$ cat src/tcch_pkg.sv
// Shared types, constants and the arctangent table of the compass heading pipeline.
`default_nettype none
package tcch_pkg;

   localparam int unsigned RAW_W     = 16;  // raw sensor and calibration words
   localparam int unsigned OFS_W     = 17;  // min + max
   localparam int unsigned MAG_W     = 18;  // offset-corrected magnetometer
   localparam int unsigned PROD_W    = 34;  // one cross-product term
   localparam int unsigned VEC_W     = 35;  // one cross-product component
   localparam int unsigned UNIT_W    = 18;  // Q2.16 unit component
   localparam int unsigned FRAC_W    = 16;
   localparam int unsigned NORM_MSB  = 29;  // largest magnitude lands in [2^29, 2^30)
   localparam int unsigned HEAD_W    = 16;
   localparam int unsigned CSR_IDX_W = 3;
   localparam int unsigned ATAN_W    = 21;
   localparam int unsigned ANG_W     = 26;  // angle accumulator, 1/32768 degree
   localparam int unsigned XY_SHIFT  = 8;
   localparam int unsigned ANG_SHIFT = 8;
   localparam int          HALF_TURN  = 5898240;
   localparam int          FULL_TURN  = 11796480;
   localparam int          HEAD_MOD   = 46080;
   localparam int          ROUND_HALF = 128;

   typedef logic signed [RAW_W-1:0]  raw_type;
   typedef logic signed [VEC_W-1:0]  vec_type;
   typedef logic signed [UNIT_W-1:0] unit_type;

   typedef enum logic [CSR_IDX_W-1:0] {
      CSR_MIN_X = 3'd0,
      CSR_MIN_Y = 3'd1,
      CSR_MIN_Z = 3'd2,
      CSR_MAX_X = 3'd3,
      CSR_MAX_Y = 3'd4,
      CSR_MAX_Z = 3'd5
   } csr_index_type;

   localparam raw_type MIN_X_RST = -16'sd463;
   localparam raw_type MIN_Y_RST = -16'sd620;
   localparam raw_type MIN_Z_RST = -16'sd621;
   localparam raw_type MAX_X_RST = 16'sd516;
   localparam raw_type MAX_Y_RST = 16'sd273;
   localparam raw_type MAX_Z_RST = 16'sd4;

   // atan(2^-i) in 1/32768 degree
   function automatic logic [ATAN_W-1:0] atan_entry(input logic [4:0] idx);
      logic [ATAN_W-1:0] val;
      case (idx)
         5'd0:  val = 21'd1474560;
         5'd1:  val = 21'd870484;
         5'd2:  val = 21'd459940;
         5'd3:  val = 21'd233473;
         5'd4:  val = 21'd117189;
         5'd5:  val = 21'd58652;
         5'd6:  val = 21'd29333;
         5'd7:  val = 21'd14667;
         5'd8:  val = 21'd7334;
         5'd9:  val = 21'd3667;
         5'd10: val = 21'd1833;
         5'd11: val = 21'd917;
         5'd12: val = 21'd458;
         5'd13: val = 21'd229;
         5'd14: val = 21'd115;
         5'd15: val = 21'd57;
         5'd16: val = 21'd29;
         5'd17: val = 21'd14;
         5'd18: val = 21'd7;
         5'd19: val = 21'd4;
         5'd20: val = 21'd2;
         5'd21: val = 21'd1;
         default: val = '0;
      endcase
      return val;
   endfunction

endpackage
`default_nettype wire

$ cat src/tcch_cordic.sv
// Pipelined vectoring CORDIC: atan2 of two Q2.16 values to a heading in 1/128 degree.
`default_nettype none
module tcch_cordic #(
   parameter int unsigned STEPS  = 16,
   parameter int unsigned SIDE_W = 1
) (
   input  logic                          clock,
   input  logic                          reset,
   input  logic                          en,
   input  logic                          in_valid,
   input  tcch_pkg::unit_type            in_ey,
   input  tcch_pkg::unit_type            in_nx,
   input  logic [SIDE_W-1:0]             in_side,
   output logic                          out_valid,
   output logic [tcch_pkg::HEAD_W-1:0]   out_heading,
   output logic [SIDE_W-1:0]             out_side
);
   import tcch_pkg::*;

   localparam int unsigned CW = 28;

   logic signed [CW-1:0]    x_ff    [STEPS+1];
   logic signed [CW-1:0]    y_ff    [STEPS+1];
   logic signed [ANG_W-1:0] z_ff    [STEPS+1];
   logic                    zero_ff [STEPS+1];
   logic [SIDE_W-1:0]       side_ff [STEPS+1];
   logic                    vld_ff  [STEPS+1];

   logic signed [CW-1:0] x0, y0;

   assign x0 = signed'(CW'(in_nx)) <<< XY_SHIFT;
   assign y0 = signed'(CW'(in_ey)) <<< XY_SHIFT;

   // left half-plane folds over by half a turn
   always_ff @(posedge clock) begin
      if (en) begin
         x_ff[0]    <= x0[CW-1] ? -x0 : x0;
         y_ff[0]    <= x0[CW-1] ? -y0 : y0;
         z_ff[0]    <= x0[CW-1] ? ANG_W'(HALF_TURN) : '0;
         zero_ff[0] <= (in_nx == '0) && (in_ey == '0);
         side_ff[0] <= in_side;
      end
   end

   for (genvar s = 0; s < STEPS; s++) begin : g_step
      localparam logic signed [ANG_W-1:0] STEP_ANG = signed'(ANG_W'(atan_entry(5'(s))));
      logic signed [CW-1:0] dx, dy;
      assign dx = y_ff[s] >>> s;
      assign dy = x_ff[s] >>> s;
      always_ff @(posedge clock) begin
         if (reset) begin
            vld_ff[s+1] <= 1'b0;
         end else if (en) begin
            vld_ff[s+1] <= vld_ff[s];
         end
      end
      always_ff @(posedge clock) begin
         if (en) begin
            if (!y_ff[s][CW-1]) begin
               x_ff[s+1] <= x_ff[s] + dx;
               y_ff[s+1] <= y_ff[s] - dy;
               z_ff[s+1] <= z_ff[s] + STEP_ANG;
            end else begin
               x_ff[s+1] <= x_ff[s] - dx;
               y_ff[s+1] <= y_ff[s] + dy;
               z_ff[s+1] <= z_ff[s] - STEP_ANG;
            end
            zero_ff[s+1] <= zero_ff[s];
            side_ff[s+1] <= side_ff[s];
         end
      end
   end

   // wrap, then round to 1/128 degree
   logic [ANG_W-1:0]    w_ang_ff;
   logic                w_zero_ff;
   logic [SIDE_W-1:0]   w_side_ff;
   logic                w_vld_ff;
   logic [ANG_W-1:0]    ang_rnd;
   logic [HEAD_W:0]     head_raw;
   logic [HEAD_W-1:0]   head;
   logic [HEAD_W-1:0]   h_head_ff;
   logic [SIDE_W-1:0]   h_side_ff;
   logic                h_vld_ff;

   always_ff @(posedge clock) begin
      if (en) begin
         w_ang_ff  <= z_ff[STEPS][ANG_W-1] ? ANG_W'(z_ff[STEPS] + ANG_W'(FULL_TURN))
                                           : ANG_W'(z_ff[STEPS]);
         w_zero_ff <= zero_ff[STEPS];
         w_side_ff <= side_ff[STEPS];
      end
   end

   always_comb begin
      ang_rnd  = w_ang_ff + ANG_W'(ROUND_HALF);
      head_raw = (HEAD_W+1)'(ang_rnd >> ANG_SHIFT);
      if (head_raw >= (HEAD_W+1)'(HEAD_MOD)) begin
         head_raw = head_raw - (HEAD_W+1)'(HEAD_MOD);
      end
      head = w_zero_ff ? '0 : HEAD_W'(head_raw);
   end

   always_ff @(posedge clock) begin
      if (en) begin
         h_head_ff <= head;
         h_side_ff <= w_side_ff;
      end
   end

   always_ff @(posedge clock) begin
      if (reset) begin
         vld_ff[0] <= 1'b0;
         w_vld_ff  <= 1'b0;
         h_vld_ff  <= 1'b0;
      end else if (en) begin
         vld_ff[0] <= in_valid;
         w_vld_ff  <= vld_ff[STEPS];
         h_vld_ff  <= w_vld_ff;
      end
   end

   assign out_valid   = h_vld_ff;
   assign out_heading = h_head_ff;
   assign out_side    = h_side_ff;

endmodule
`default_nettype wire

$ cat config.mk
export PLATFORM = sky130hd
export DESIGN_NAME = tcch_cordic
export DESIGN_NICKNAME = d
export VERILOG_FILES = /design/src/tcch_pkg.sv /design/src/tcch_cordic.sv
export SDC_FILE = /design/constraint.sdc
export NUM_CORES = 2
export LEC_CHECK = 0
export ABC_AREA = 1
export BUFFER_PORTS_ARGS = -buffer_cell sky130_fd_sc_hd__clkbuf_2
export CORE_ASPECT_RATIO = 0.7
export CORE_MARGIN = 2
export CORE_UTILIZATION = 48
export DETAILED_ROUTE_END_ITERATION = 8
export GPL_TIMING_DRIVEN = 0
export HOLD_SLACK_MARGIN = 0.12
export PLACE_DENSITY = 0.74
export SETUP_SLACK_MARGIN = 0.05
export SYNTH_ARGS = -nofsm -noshare
export SYNTH_HDL_FRONTEND = slang
export SYNTH_SLANG_ARGS = --single-unit
$ cat constraint.sdc
create_clock -name clock -period 13.2 [get_ports clock]
set_clock_uncertainty 0.2 [all_clocks]
set_input_delay 2.64 -clock clock [delete_from_list [all_inputs] [get_ports clock]]
set_output_delay 2.64 -clock clock [all_outputs]
set_load 0.02 [all_outputs]
==> impl_results.md <==
- Area share of fa/ha/maj cells after synthesis: 13.9%
- Syn Inst Count: around 14,000
- Multi-input logic area: 66,100 sq um
- Outcome: complete, but fails checks
- Final setup violation count: 0
- First-pass GRT wire length: 496,000 microns
- Crit-path max FO: 100
- Worst path required time: 13.59 ns
- Post-DP HPWL: between 200,000 and 300,000 microns
- Nature of the critical path startpoint: input port
- Hold-fix buffers, CTS: 0
- Count of cell types in the netlist: 58
- Min Hold Slack: approximately 0.21 ns
- GPL Wtd Cong: between 1 and 1.5
- Critical path's slowest cell: o21ai_0
- Max-cap violations: 0
- Synth area leader: edfxtp_1
- Final Max Tran Viols: 0
- Initial antenna violation count: 6
- Final Hold Violating Endpoints: 0
- # fillers: around 22,000
- Compound-Gate Fraction of Synth Area: around 14%
- Die height: 403 microns
- Family with the most delay on the worst path: buffers and inverters
- Syn Area/Cell: 7.82 sq um
- Post-cts sizing count: 0
- Hold Path Class: reg -> reg
- Final nets: 15,424
- Largest family of logic cells by synthesized area: simple AND/OR/NAND/NOR gates
- Post-synth EDFFs: about 1,200
- CTS root buf: clkbuf_16
- Synth warn: 0
- Setup Fix Bufs, Post-CTS: 0
- # IOs: 59
- Synth area leaders: edfxtp_1 33%, ha_1 13%, nand2_1 10%
- Largest net degree at the start of global routing: 101
- CTS Buf Count: 143
- Sink Count: 1,214
- RSZ-0062 raised after global routing: no
- GRT Util Overall: 26.8%
- CP bufs+invs: 6
- Reg clk slew, reported paths: 0.07 ns
- Simple logic cell fraction of the synthesized area: 21.2%
- Clock tree from TritonCTS: done
- Synth Area in XOR/XNOR: approximately 11%
- CP arrival: between 8 and 9 ns
- Vias per cell: 5.62
- Die X: 574 microns
- Max_slew headroom: 22.4%
- Multiplexer share of the synthesized area: 0.0183%
- Synth Flop Type: edfxtp_1
- Share of the synthesized area in the top cell type: 33.3%
- Vias in the first global route: 87,606
- Sequential fraction of the synthesis area: 33.3%
- Final setup TNS: 0 ns
- Maximum clock path buffer count: 4
- Critical-path cell list: clkbuf_8 -> buf_16 -> buf_4 -> buf_4 -> nand2_1 -> inv_1 -> buf_2 -> nor2_1 -> xor2_1 -> ha_1 -> nand2_1 -> nor2_1 -> nand4_1 -> o21ai_0 -> nand2_1 -> o21ai_0 -> xor2_1
- Crit Path Class: in -> reg
- Row count: 146
- Actual slew at the worst max-slew pin: 1.16 ns
- Drt initial violations: 12,018
- Clk_lat worst skew: roughly 0.82 ns
- Final Critical Period: 7.90 ns
- Number of buffers added on ports: a little under 60
- Failing checks: DRC
- Most frequent cells in the layout: 2,969 x nand2_1, 1,652 x inv_1, 1,443 x nor2_1, 1,285 x a21oi_1, 1,212 x edfxtp_1
- Flops & latches, synth: 1,214
- Slowest stage delay, CP: 0.70 ns
- Grt ovf: 0
- FF/Latch Area: 36,400 sq um
- Reg2Reg Setup Slack: between 8 and 9 ns
- DRT antenna net count: 0
- P&R area growth vs syn: 8.46%
- Commonest non-fill, non-tap cell in the layout: nand2_1
- Most used cell, CP: nand2_1
- Worst setup EP type: flop
- DRC Markers: 6
- Fmax: approximately 130 MHz
- Die area: 232,000 sq um
- H-tree depth: 4
- Ratio of cells with drive above 1 in the final layout: slightly above 3%
- Placed Cells: between 15,000 and 20,000
- Starting density of the core: 48.3%
- Mapped Area: about 110,000 sq um
- Async SR Flop Fraction: 0%
- Final wirelength: 319,000 microns
- Non-filler cells in the finished layout: 17,324
- Average routed wire per standard cell: approximately 18 microns
- Core ar.: 226,000 sq um
- Pre-antenna DRT Iters: 9
- Vias: 97,312
- Fin crit share: 59.8%
-- worst paths after layout --
| check | start | to | cells after the start |
|---|---|---|---|
| setup / recovery | en | y_ff[6][19]$_DFFE_PP_ | 17 |
| hold / removal | z_ff[16][7]$_DFFE_PP_ | w_ang_ff[7]$_DFFE_PP_ | 0 |
| setup reg to reg | x_ff[1][8]$_DFFE_PP_ | x_ff[2][24]$_DFFE_PP_ | 16 |
| hold reg to reg | z_ff[16][7]$_DFFE_PP_ | w_ang_ff[7]$_DFFE_PP_ | 0 |
-- per-stage QoR --
| step | utilization [%] | worst slack, ns | area, sq um |
|---|---|---|---|
| finish | 52.4 | 5.30 | 119000 |
| CTS | 52.4 | 5.48 | 119000 |
| global route | 52.4 | 5.11 | 119000 |
| detailed placement | 50.3 | 4.62 | 114000 |
| floorplan | - | 7.18 | 109000 |
| global placement | 50.1 | 2.48 | 113000 |
-- flip-flops by register name, summed over array words and instances (netlist names) --
name and count:
y_ff 390, x_ff 373, z_ff 361, w_ang_ff 18, side_ff 17, vld_ff 17, zero_ff 17, out_heading 16
out_side 1, out_valid 1, w_side_ff 1, w_vld_ff 1, w_zero_ff 1
-- layout make-up --
| class | instances | share of cell area, % |
|---|---|---|
| diodes | 2 | 0.00422 |
| plain buffers | 125 | 0.494 |
| clock buffers | 165 | 3.20 |
| clock inverters | 78 | 0.756 |
| inverters | 1667 | 5.28 |
| multi-input cells | 10965 | 55.7 |
| flip-flops and latches | 1214 | 30.7 |
| well taps | 3034 | 3.20 |
| repair buffers | 74 | 0.594 |
-- logic make-up (layout without fill, tap and decap cells) --
kind of cell | after synthesis | after routing
compound gates | 2736 | 2736
xor+xnor | 1411 | 1411
fa+ha+maj | 1193 | 1193
buf+inv | 1792 | 2109
flops | 1214 | 1214
mux | 2 | 2
other cells | 1 | 4
simple gates | 5621 | 5621
-- synth_stat cells (9+ instances only) --
cell      instances
xor2_1          997
o21ai_1          41
edfxtp_1       1212
nand3b_1         28
nand2_2          21
fa_1             34
buf_2            41
o31ai_1          49
nor2_1         1443
xnor2_1         414
inv_1          1652
nor2_2            9
clkbuf_1         65
nand3_1         622
nor4_1           65
a21oi_1        1285
o21ai_0         735
or2_2            29
nor3_1          213
nor3_2           11
nand2_1        2969
o21a_1           57
clkinv_1         10
a31oi_1         132
a21o_1          158
nand4_1         191
ha_1           1159
a21boi_0         41
a211oi_1         26
o21ai_2          10
o21bai_1        135
buf_1            16
o211ai_1         18
-- routing by layer --
| layer | vias to the layer above | share of wire (%) | global-route usage (%) |
|---|---|---|---|
| met2 | 4294 | 36 | 34.0 |
| met5 | - | 0 | 0 |
| met1 | 44796 | 50 | 43.8 |
| met4 | 0 | 1.2 | 3.85 |
| met3 | 290 | 12 | 7.82 |
| li1 | 47932 | - | - |
Power is left out: the tool's default activity adds up to more than one toggle a clock period on the data nets, which glitch-free logic cannot reach.
